$ cat config.mk
export PLATFORM = sky130hd
export DESIGN_NAME = fpv_front
export DESIGN_NICKNAME = d
export VERILOG_FILES = /design/src/sv/fpv_pkg.sv /design/src/sv/fpv_front.sv
export SDC_FILE = /design/constraint.sdc
export NUM_CORES = 1
export LEC_CHECK = 0
export ABC_AREA = 1
export BUFFER_PORTS_ARGS = -buffer_cell sky130_fd_sc_hd__buf_2
export CAP_MARGIN = 15
export CORE_ASPECT_RATIO = 0.6
export CORE_MARGIN = 2
export CORE_UTILIZATION = 40
export DETAILED_ROUTE_END_ITERATION = 16
export GPL_ROUTABILITY_DRIVEN = 1
export PLACE_DENSITY = 0.61
export RECOVER_POWER = 50
export SETUP_SLACK_MARGIN = 0.02
export SYNTH_ARGS = -nofsm -noshare
export SYNTH_HDL_FRONTEND = slang
export SYNTH_SLANG_ARGS = --single-unit
$ cat constraint.sdc
create_clock -name clk -period 8.9 [get_ports clk]
set_input_delay 1.78 -clock clk [delete_from_list [all_inputs] [get_ports clk]]
set_output_delay 1.78 -clock clk [all_outputs]
set_load 0.02 [all_outputs]
$ cat src/sv/fpv_pkg.sv
package fpv_pkg;

    // Element store
    localparam int MAX_ELEMENTS = 1024;
    localparam int ADDR_W       = $clog2(MAX_ELEMENTS);
    localparam int CNT_W        = 11;

    // Request queue between front and back
    localparam int QUEUE_DEPTH = 4;
    localparam int QP_W        = $clog2(QUEUE_DEPTH);
    localparam int QC_W        = QP_W + 1;

    // Configuration port
    localparam int CFG_IDX_W  = 2;
    localparam int CFG_DATA_W = 32;
    localparam logic [CFG_IDX_W-1:0] REG_ELEMENT_COUNT = 2'd0;
    localparam logic [CFG_IDX_W-1:0] REG_CIRCULATION   = 2'd1;
    localparam logic [CFG_IDX_W-1:0] REG_MIN_DISTANCE  = 2'd2;

    // Request kinds
    localparam logic KIND_LOAD  = 1'b0;
    localparam logic KIND_QUERY = 1'b1;

    // round(2^32 / (4*pi)), Q0.32
    localparam int K_W = 29;
    localparam logic [K_W-1:0] INV_FOUR_PI = 29'd341782638;

    // Datapath widths
    localparam int GK_W      = 60;   // |Gamma| * K
    localparam int S_W       = 66;   // sum of squares, Q34.32
    localparam int ROOT_W    = S_W / 2;
    localparam int N_W       = 34;   // distance, Q18.16
    localparam int DEN_W     = 107;  // n^3 * 2^8
    localparam int NUM_W     = 124;  // gk * |C|
    localparam int Q_W       = 49;   // term quotient
    localparam int VEL_W     = 60;   // velocity accumulators
    localparam int OUT_W     = 48;
    localparam int MAC_W     = 126;
    localparam int MAC_A_W   = 66;
    localparam int MAC_B_W   = 64;
    localparam int MAC_DIG_W = 16;

    localparam logic [Q_W-1:0] TERM_CAP = {1'b1, {(Q_W-1){1'b0}}};

    typedef struct packed {
        logic               kind;
        logic [9:0]         element_index;
        logic signed [31:0] pos_x;
        logic signed [31:0] pos_y;
        logic signed [31:0] pos_z;
        logic signed [31:0] tan_x;
        logic signed [31:0] tan_y;
        logic signed [31:0] tan_z;
    } fpv_in_t;

    typedef struct packed {
        logic signed [OUT_W-1:0] vel_x;
        logic signed [OUT_W-1:0] vel_y;
        logic signed [OUT_W-1:0] vel_z;
        logic                    saturated;
    } fpv_out_t;

    typedef struct packed {
        logic signed [31:0] pos_x;
        logic signed [31:0] pos_y;
        logic signed [31:0] pos_z;
        logic signed [31:0] tan_x;
        logic signed [31:0] tan_y;
        logic signed [31:0] tan_z;
    } fpv_elem_t;

    typedef struct packed {
        logic [CNT_W-1:0]   element_count;
        logic signed [31:0] circulation;
        logic [30:0]        min_distance;
    } fpv_cfg_t;

endpackage

$ cat src/sv/fpv_front.sv
module fpv_front
    import fpv_pkg::*;
(
    input  logic    clk,
    input  logic    rst_n,
    input  logic    req_valid,
    output logic    req_ready,
    input  fpv_in_t req_data,
    output logic    q_valid,
    output fpv_in_t q_item,
    input  logic    q_pop
);

    localparam logic [QC_W-1:0] QUEUE_FULL = QC_W'(QUEUE_DEPTH);

    fpv_in_t         fifo_mem [QUEUE_DEPTH];
    logic [QP_W-1:0] wr_ptr_reg, wr_ptr_next;
    logic [QP_W-1:0] rd_ptr_reg, rd_ptr_next;
    logic [QC_W-1:0] count_reg, count_next;
    logic            push, pop;

    assign req_ready = (count_reg != QUEUE_FULL);
    assign q_valid   = (count_reg != '0);
    assign q_item    = fifo_mem[rd_ptr_reg];
    assign push      = req_valid && req_ready;
    assign pop       = q_pop && q_valid;

    always_comb
    begin
        wr_ptr_next = push ? wr_ptr_reg + 1'b1 : wr_ptr_reg;
        rd_ptr_next = pop ? rd_ptr_reg + 1'b1 : rd_ptr_reg;
        count_next  = count_reg;
        if (push && !pop)
        begin
            count_next = count_reg + 1'b1;
        end
        else if (pop && !push)
        begin
            count_next = count_reg - 1'b1;
        end
    end

    always_ff @(posedge clk or negedge rst_n)
    begin
        if (!rst_n)
        begin
            wr_ptr_reg <= '0;
            rd_ptr_reg <= '0;
            count_reg  <= '0;
        end
        else
        begin
            wr_ptr_reg <= wr_ptr_next;
            rd_ptr_reg <= rd_ptr_next;
            count_reg  <= count_next;
        end
    end

    always_ff @(posedge clk)
    begin
        if (push)
        begin
            fifo_mem[wr_ptr_reg] <= req_data;
        end
    end

    assert property (@(posedge clk) disable iff (!rst_n) count_reg <= QUEUE_FULL)
        else $error("queue count beyond depth");
    assert property (@(posedge clk) disable iff (!rst_n)
        (push && !pop) |=> (count_reg == $past(count_reg) + 1'b1))
        else $error("queue count lost a push");
    assert property (@(posedge clk) disable iff (!rst_n) q_pop |-> q_valid)
        else $error("pop from empty queue");

endmodule

==> impl_metrics.tcl, run 1 <==
set metrics [dict create \
    place_area_um2 35400 \
    dieArea_um2 84100 \
    grt_util_all_layers_pct 16.7 \
    maxCapViolCount 4 \
    synth_warnings 0 \
    core-area_um2 81200 \
    timing.final.crit_share_pct 62.1 \
    die_x_um 373 \
    path_class "input pin to register" \
    postCtsSetupRepairBufs 0 \
    drt_first_pass_iters 5 \
    relSlewSlack_pct -128 \
    numCtsBuffers 78 \
    critPathMaxStageDelay_ns 2.42 \
    drc 0 \
    ant_nets 0 \
    ctsResizeCount 0 \
    r2r_slack_ns 4.03 \
    clock-sinks 819 \
    final_cell_area_um2 37700 \
    cts_root_buf "clkbuf_16" \
    status "finished, violations left" \
    final_hold_viol_count 0 \
    dieHeight_um 225 \
    cp_common_cell "clkbuf_1" \
    synth_edf_count 812 \
    rsz0062_at_grt "no" \
    startpoint_type "input pin" \
    finalSetupViolCount 0 \
    largest_reg_flops 812 \
    cts_max_level 3 \
    nets 3016 \
    start_util_pct 40.2 \
    synth_top_area_share_pct 74.6 \
    num-fill-cells 7158 \
    synth_common_cells "812 x edfxtp_1, 626 x nand2_1, 420 x inv_1" \
    globalRouteOverflowTotal 0 \
    crit_arrival_ns 5.78 \
    ioPinCount 412 \
    synth_area_leaders "edfxtp_1 75%, o211ai_1 9.1%, nand2_1 7.2%" \
    vias 19271 \
    grt_pass1_vias 19083 \
    worst_pin_slew_ns 3.42 \
    fp-row-count 81 \
    synth_nets 2641 \
    grt_pass1_wl_um 108000 \
    power.leakage_nw 14.5 \
    postCtsHoldBufs 0 \
    ir_worst_vdd_mv 0.241 \
    clk_latency_ns 0.64 \
    synth_top_cell_by_area "edfxtp_1" \
    clockBufferDepth 3 \
    gp_congestion 0.766 \
    cts_tree "built" \
    vias_per_cell 4.88 \
    syn-instance-count 2428 \
    async_flop_share_pct 0.855 \
    end_kind "register" \
    slowest_stage "clkbuf_1" \
    port_buffers 411 \
    slew_violations 124 \
    syn_to_final_growth_pct 15.2 \
    power_w 0.0133 \
    drt_iter0_markers 1288 \
    fin_crit_ns 5.53 \
    dp_hpwl_um 41000 \
    cp_cell_sequence "clkbuf_1 > nand2_1 > nor2_4 > clkbuf_1 > buf_4" \
    path_buf_inv 3 \
    post-synth-top-count-cell "edfxtp_1" \
    antenna_found_initial 12 \
    wl_per_cell_um 18.0 \
    cp.required_ns 9.15 \
    violations "capacitance limit, slew limit" \
    synth_area_um2 32700 \
    path_clk_slew_ns 0.06 \
    clock.fmax_mhz 181 \
    cp_max_fo 50 \
    ys_ff_latch 819 \
    clock_skew_ns 0.0237 \
    min_path_type "register to register" \
    synth_ff_type "edfxtp_1" \
    powerDensity_nw_per_um2 352 \
    path_delay_family "buffers and inverters" \
    seq_area_frac_synth_pct 75.2 \
    grt_start_max_net_pins 222 \
    drt_wl_total_um 71000 \
    ys_types 18 \
    synth_area_per_cell_um2 13.5 \
    drive_gt1_share_pct 12.1 \
]
## tightest hold or removal path: cells and delay by family (launching register included)
kind             cells  cell delay (ns)
flip-flops           1             0.36
AND/OR/NAND/NOR      2             0.12
## per-layer routing
layer  global-route usage [%]  share of wire, %
met1                     21.5                43
met2                     27.6                48
met3                     5.13               7.0
met4                     4.30               1.9
met5                        0              0.15
## path summary, 6_finish.rpt
| kind | endpoint | start | depth (start not counted) |
|---|---|---|---|
| max in group asynchronous | rd_ptr_reg[1]$_DFFE_PN0P_ | rst_n | 1 |
| hold reg to reg | count_reg[2]$_DFFE_PN0P_ | count_reg[2]$_DFFE_PN0P_ | 2 |
| min in group asynchronous | wr_ptr_reg[0]$_DFFE_PN0P_ | rst_n | 1 |
| hold / removal | count_reg[2]$_DFFE_PN0P_ | count_reg[2]$_DFFE_PN0P_ | 2 |
| setup / recovery | fifo_mem[3][61]$_DFFE_PP_ | req_valid | 5 |
| setup reg to reg | fifo_mem[3][61]$_DFFE_PP_ | count_reg[0]$_DFFE_PN0P_ | 6 |
## power by group
group	internal, W	switching (W)	leakage, nW
sequential	0.00508	0.000219	7.52
clock	0.00188	0.00140	1.21
combinational	0.00128	0.00341	5.75
## cell families (layout without fill, tap and decap cells)
group	after synthesis	after routing	synth area share [%]
flops	819	819	75.2
simple gates	638	638	7.36
buf+inv	557	989	7.69
compound gates	407	407	9.50
fa+ha+maj	6	6	0.253
xor+xnor	1	1	0.0268
other cells	0	7	0
## cell type report
type / count / area [um2] / area share, %
Sequential cell: 819 / 24600 / 65.2
Multi-Input combinational cell: 1052 / 5620 / 14.9
Timing Repair Buffer: 430 / 2020 / 5.36
Clock buffer: 89 / 1990 / 5.29
Inverter: 422 / 1600 / 4.24
Tap cell: 1079 / 1350 / 3.59
Clock inverter: 48 / 494 / 1.31
Antenna cell: 7 / 17.5 / 0.0465
## stage by stage
stage	worst slack, ns	hold WS [ns]	setup TNS, ns	std cells	util, %
floorplan	-2.23	0.463	-1807.86	2428	-
global placement	4.08	0.474	0	3802	43.6
detailed placement	4.14	0.514	0	3802	43.6
CTS	3.40	0.525	0	3939	46.7
global route	3.02	0.543	0	3941	46.4
finish	3.37	0.524	0	3946	46.4
## cell usage in the layout, fill, tap and decap left out, types with 9 or more instances in the layout
master / synthesis / final
inv_1: 420 / 420
clkinv_2: 0 / 11
nand2_1: 626 / 626
o211ai_1: 396 / 396
edfxtp_1: 812 / 812
clkinv_1: 0 / 16
o211ai_2: 10 / 10
clkbuf_16: 0 / 78
buf_4: 9 / 9
bufinv_16: 0 / 9
clkbuf_1: 35 / 220
buf_2: 47 / 205
No activity file was read; power rests on OpenSTA's default activity.
==> run 2, diff against run 1 <==
ABC_AREA = 0   (was 1)
PLACE_DENSITY = 0.59   (was 0.61)
clock period = 5.5 ns   (was 8.9 ns; I/O delays follow)
==> impl_metrics.tcl, run 2 <==
set metrics [dict create \
    gp_congestion 0.701 \
    power.leakage_nw 11.4 \
    core-area_um2 73700 \
    final_hold_viol_count 0 \
    final_cell_area_um2 35200 \
    port_buffers 411 \
    postCtsHoldBufs 0 \
    slew_violations 95 \
    grt_start_max_net_pins 82 \
    maxCapViolCount 3 \
    timing.rr.start "count_reg[0]$_DFFE_PN0P_" \
    path_class "input pin to register" \
    wl_met2_um 28900 \
    worstReg2RegEnd "fifo_mem[2][92]$_DFFE_PP_" \
    nets 1774 \
    synth_area_um2 29800 \
    ant_nets 0 \
    synth_warnings 0 \
    violations "capacitance limit, slew limit" \
    ys_types 20 \
    highest_layer "met5" \
    ys_ff_latch 819 \
    antenna_found_initial 8 \
    startpoint "req_valid" \
    dieArea_um2 76800 \
    r2r_slack_ns 1.18 \
    layout_common_cells "812 x edfxtp_1, 222 x clkbuf_1, 207 x buf_2" \
    cts_root_buf "clkbuf_16" \
    clk_latency_ns 0.60 \
    async_flop_share_pct 0.855 \
    cp_max_fo 70 \
    worst_pin_slew_ns 2.90 \
    fin_setup_tns_ns 0 \
    cts_tree "built" \
    synth_top_area_share_pct 81.8 \
    path_buf_inv 2 \
    vias_per_cell 5.03 \
    final_common_cell "edfxtp_1" \
    synth_top_cell_by_area "edfxtp_1" \
    wl_per_cell_um 22.9 \
    synth_edf_count 812 \
    post-synth-top-count-cell "edfxtp_1" \
    numCtsBuffers 77 \
    relSlewSlack_pct -93.2 \
    rsz0062_at_grt "no" \
    syn-instance-count 1096 \
    ctsResizeCount 0 \
    grt_pass1_wl_um 89400 \
    clock-sinks 819 \
    pre_cts_slack_ns 2.12 \
    setup_ws_ns 1.12 \
    synth_nets 1309 \
    fin_crit_ns 4.38 \
    vias 13107 \
    reg2reg_depth 4 \
    synth_ff_type "edfxtp_1" \
    ir_worst_vdd_mv 0.298 \
    slowest_stage "and2_1" \
    critPathCapture "fifo_mem[2][92]$_DFFE_PP_" \
    wl_met3_um 4110 \
    place_area_um2 33100 \
    wirelength_met1_um 25300 \
    drive_gt1_share_pct 31.8 \
    grt_pass1_vias 14256 \
    finalSetupViolCount 0 \
    synth_area_per_cell_um2 27.2 \
    largest_reg_flops 812 \
    num-fill-cells 6112 \
    drc 0 \
    syn_to_final_growth_pct 18.3 \
    status "finished, violations left" \
    globalRouteOverflowTotal 0 \
    startpoint_type "input pin" \
    dieHeight_um 215 \
    ioPinCount 412 \
    crit_arrival_ns 4.61 \
    synth_common_cells "812 x edfxtp_1, 180 x mux4_2, 23 x buf_2, 23 x mux4_1, 16 x buf_6" \
    postCtsSetupRepairBufs 0 \
    cp.required_ns 5.73 \
    cp_cell_sequence "buf_2 > a21boi_0 > and2_1 > buf_12" \
    timing.final.crit_share_pct 79.6 \
    min_path_type "input pin to async pin" \
    fp-row-count 77 \
    synth_area_leaders "edfxtp_1 82%, mux4_2 14%, mux4_1 2.0%" \
    clock.fmax_mhz 228 \
    critical_path_depth 4 \
    critPathMaxStageDelay_ns 2.20 \
    cts_max_level 3 \
    path_delay_family "simple AND/OR/NAND/NOR gates" \
    clock_skew_ns 0.0127 \
    end_kind "register" \
    drt_wl_total_um 59600 \
    start_util_pct 40.4 \
    powerDensity_nw_per_um2 567 \
    dp_hpwl_um 35400 \
    drt_first_pass_iters 5 \
    die_x_um 356 \
    drt_iter0_markers 860 \
    seq_area_frac_synth_pct 82.4 \
    grt_util_all_layers_pct 15.7 \
    clockBufferDepth 3 \
    path_clk_slew_ns 0.06 \
]
==> run 2: through the flow <==
| stage | utilization, % | power [W] | instances | hold WS, ns |
|---|---|---|---|---|
| 2_1_floorplan | - | 0.0131 | 1096 | 0.493 |
| 3_3_place_gp | 44.9 | 0.0151 | 2469 | 0.522 |
| 3_5_place_dp | 44.9 | 0.0152 | 2469 | 0.545 |
| 4_1_cts | 48.2 | 0.0204 | 2604 | 0.262 |
| 5_1_grt | 47.8 | 0.0209 | 2604 | 0.366 |
| 6_report | 47.8 | 0.0200 | 2606 | 0.393 |
==> run 2: kinds of logic (layout without fill, tap and decap cells) <==
| logic type | Yosys count | after routing | share of synthesized area, % |
|---|---|---|---|
| DFF | 819 | 819 | 82.4 |
| and+or+nand+nor | 10 | 10 | 0.172 |
| muxes | 205 | 205 | 15.7 |
| xor gates and xnor gates | 6 | 6 | 0.176 |
| other | 0 | 2 | 0 |
| buffers and inverters | 49 | 570 | 1.19 |
| adders and majority gates | 6 | 6 | 0.277 |
| AOI/OAI and AO/OA | 1 | 1 | 0.0378 |
==> run 2: cell type report <==
class	instances	area, um2	share of cell area (%)
Sequential cell	819	24600	69.7
Clock inverter	38	363	1.03
Inverter	3	11.3	0.0320
Clock buffer	97	2040	5.80
Timing Repair Buffer	432	2130	6.06
Antenna cell	2	5.00	0.0142
Multi-Input combinational cell	228	4880	13.8
Tap cell	987	1230	3.50
==> run 2: worst register-to-register path, cell delays in order (launching register included) <==
cell	delay, ns
dfrtp_1	0.42
nor2_1	0.08
a21boi_0	0.72
and2_1	2.20
buf_12	0.44
==> run 2: worst min-delay path by stage <==
stage,from,end,depth (start not counted)
after floorplan,count_reg[2]$_DFFE_PN0P_,count_reg[2]$_DFFE_PN0P_,1
after global placement,count_reg[2]$_DFFE_PN0P_,count_reg[2]$_DFFE_PN0P_,1
after detailed placement,count_reg[2]$_DFFE_PN0P_,count_reg[2]$_DFFE_PN0P_,1
after CTS,rst_n,wr_ptr_reg[0]$_DFFE_PN0P_,1
after global routing,rst_n,wr_ptr_reg[0]$_DFFE_PN0P_,1
final,rst_n,wr_ptr_reg[0]$_DFFE_PN0P_,1
==> run 2: per-layer routing <==
layer / GRT usage [%] / vias to the layer above
met5: 0 / -
met2: 25.2 / 310
met3: 5.11 / 95
met1: 20.8 / 6961
met4: 4.14 / 8
li1: - / 5733
==> run 2: power by group <==
group	internal (W)	switching, W
Clock	0.00292	0.00218
Combinational	0.00244	0.00384
Sequential	0.00825	0.000334
==> run 3, diff against run 2 <==
clock period = 4.18 ns   (was 5.5 ns; I/O delays follow)
==> impl_metrics.tcl, run 3 (synthesis results as in run 2) <==
set metrics [dict create \
    powerDensity_nw_per_um2 756 \
    path_class "register to output port" \
    dieArea_um2 76800 \
    cts_max_level 3 \
    syn_to_final_growth_pct 20.4 \
    grt_pass1_wl_um 91200 \
    worstReg2RegEnd "fifo_mem[1][79]$_DFFE_PP_" \
    p_seq_share_pct 41.7 \
    vias 13320 \
    clockPowerShare_pct 26.4 \
    internal_power_w 0.0185 \
    violations "capacitance limit, slew limit" \
    startpoint "rd_ptr_reg[0]$_DFFE_PN0P_" \
    slew_violations 50 \
    fp-row-count 77 \
    path_clk_slew_ns 0.06 \
    final_hold_viol_count 0 \
    antenna_found_initial 9 \
    port_buffers 411 \
    fin_util_pct 48.7 \
    dieHeight_um 215 \
    clock_skew_ns 0.0180 \
    finalSetupViolCount 0 \
    nets 1809 \
    drt_wl_total_um 61400 \
    critPathCapture "q_item[113]" \
    rsz0062_at_grt "no" \
    r2r_slack_ns 0.77 \
    postCtsSetupRepairBufs 0 \
    globalRouteOverflowTotal 0 \
    relSlewSlack_pct -6.96 \
    power.leakage_nw 11.7 \
    largest_reg_flops 812 \
    slowest_stage "dfrtp_4" \
    netSwitchingPower_w 0.00858 \
    wl_per_cell_um 23.2 \
    critPathMaxStageDelay_ns 0.71 \
    drt_iter0_markers 1099 \
    timing.rr.start "count_reg[0]$_DFFE_PN0P_" \
    cp.required_ns 3.34 \
    crit_arrival_ns 2.66 \
    layout_common_cells "812 x edfxtp_1, 214 x clkbuf_1, 207 x buf_2" \
    clk_latency_ns 0.62 \
    gp_congestion 0.729 \
    vias_per_cell 5.03 \
    cts_tree "built" \
    startpoint_type "register" \
    fin_setup_tns_ns 0 \
    ant_nets 0 \
    ioPinCount 412 \
    clock.fmax_mhz 286 \
    die_x_um 356 \
    cp_cell_sequence "buf_12 > mux4_1 > buf_2" \
    numCtsBuffers 76 \
    grt_start_max_net_pins 72 \
    worst_pin_slew_ns 1.60 \
    ir_worst_vdd_mv 0.489 \
    drive_gt1_share_pct 34.3 \
    dp_hpwl_um 38800 \
    clock-sinks 819 \
    start_util_pct 40.4 \
    reg2reg_depth 5 \
    swShare_pct 31.6 \
    cts_root_buf "clkbuf_16" \
    cp_max_fo 44 \
    status "finished, violations left" \
    core-area_um2 73700 \
    drt_first_pass_iters 5 \
    min_path_type "input pin to register" \
    combPwrFrac_pct 31.9 \
    grt_util_all_layers_pct 16.0 \
    maxCapViolCount 2 \
    grt_pass1_vias 14016 \
    timing.final.crit_share_pct 83.6 \
    fin_crit_ns 3.49 \
    end_kind "output port" \
    final_common_cell "edfxtp_1" \
    drc 0 \
    clockBufferDepth 3 \
]
==> run 3: cell types whose count changed in the layout (fill, tap and decap cells not counted), moves of 3 or more <==
cell / delta
buf_12: +14
clkinv_2: +8
clkinv_1: -8
clkbuf_1: -8
buf_4: +20
clkbuf_8: +4
inv_6: -3
bufinv_16: +6
==> run 3: timing repair <==
action	in CTS	in global routing
hold buffers	1	0
endpoints found under the hold margin	7	0
setup endpoints to repair	0	0
gates resized for setup	0	0
==> run 3: critical path: cells and delay by family, from the launching register on <==
kind / cells / cell delay [ns]
DFF: 1 / 0.71
muxes: 1 / 0.63
buffers and inverters: 2 / 0.58
==> run 3: worst min path at each step <==
| stage | start | end | cells after the start |
|---|---|---|---|
| floorplan | count_reg[2]$_DFFE_PN0P_ | count_reg[2]$_DFFE_PN0P_ | 1 |
| finish | req_data[138] | fifo_mem[2][138]$_DFFE_PP_ | 1 |
| CTS | req_data[37] | fifo_mem[3][37]$_DFFE_PP_ | 1 |
| detailed placement | count_reg[2]$_DFFE_PN0P_ | count_reg[2]$_DFFE_PN0P_ | 1 |
| global route | req_data[138] | fifo_mem[2][138]$_DFFE_PP_ | 1 |
| global placement | count_reg[2]$_DFFE_PN0P_ | count_reg[2]$_DFFE_PN0P_ | 1 |
==> run 3: routing by layer <==
metal / global-route usage, % / share of wire (%)
met5: 0 / 0.12
met4: 3.95 / 1.7
met3: 4.85 / 7.4
met2: 24.9 / 48
met1: 22.3 / 43
==> run 3: area by class of cell <==
class | count | area (um2)
clock inverters | 46 | 586
multi-input cells | 228 | 4880
fillers | 6068 | 37800
repair buffers | 468 | 2580
inverters | 3 | 11.3
diodes | 4 | 10.0
flip-flops and latches | 819 | 24600
well taps | 987 | 1230
clock buffers | 91 | 2020
==> run 3: power by group through the flow <==
stage          Sequential, W  Clock [W]  Combinational, W
6_report              0.0113    0.00717           0.00865
4_1_cts               0.0113    0.00736           0.00895
2_1_floorplan         0.0114          0           0.00584
5_1_grt               0.0114    0.00766           0.00923
3_3_place_gp          0.0114          0           0.00892
3_5_place_dp          0.0115          0           0.00892
==> run 3: metrics by stage <==
stage          setup WS, ns  instance area, um2  instances  power, W  hold slack, ns
2_1_floorplan        0.0974               29800       1096    0.0172           0.493
3_3_place_gp           1.29               33500       2504    0.0203           0.512
3_5_place_dp           1.29               33500       2504    0.0204           0.519
4_1_cts               0.588               36100       2642    0.0276           0.367
5_1_grt               0.421               35900       2643    0.0283           0.433
6_report              0.686               35900       2646    0.0271           0.467
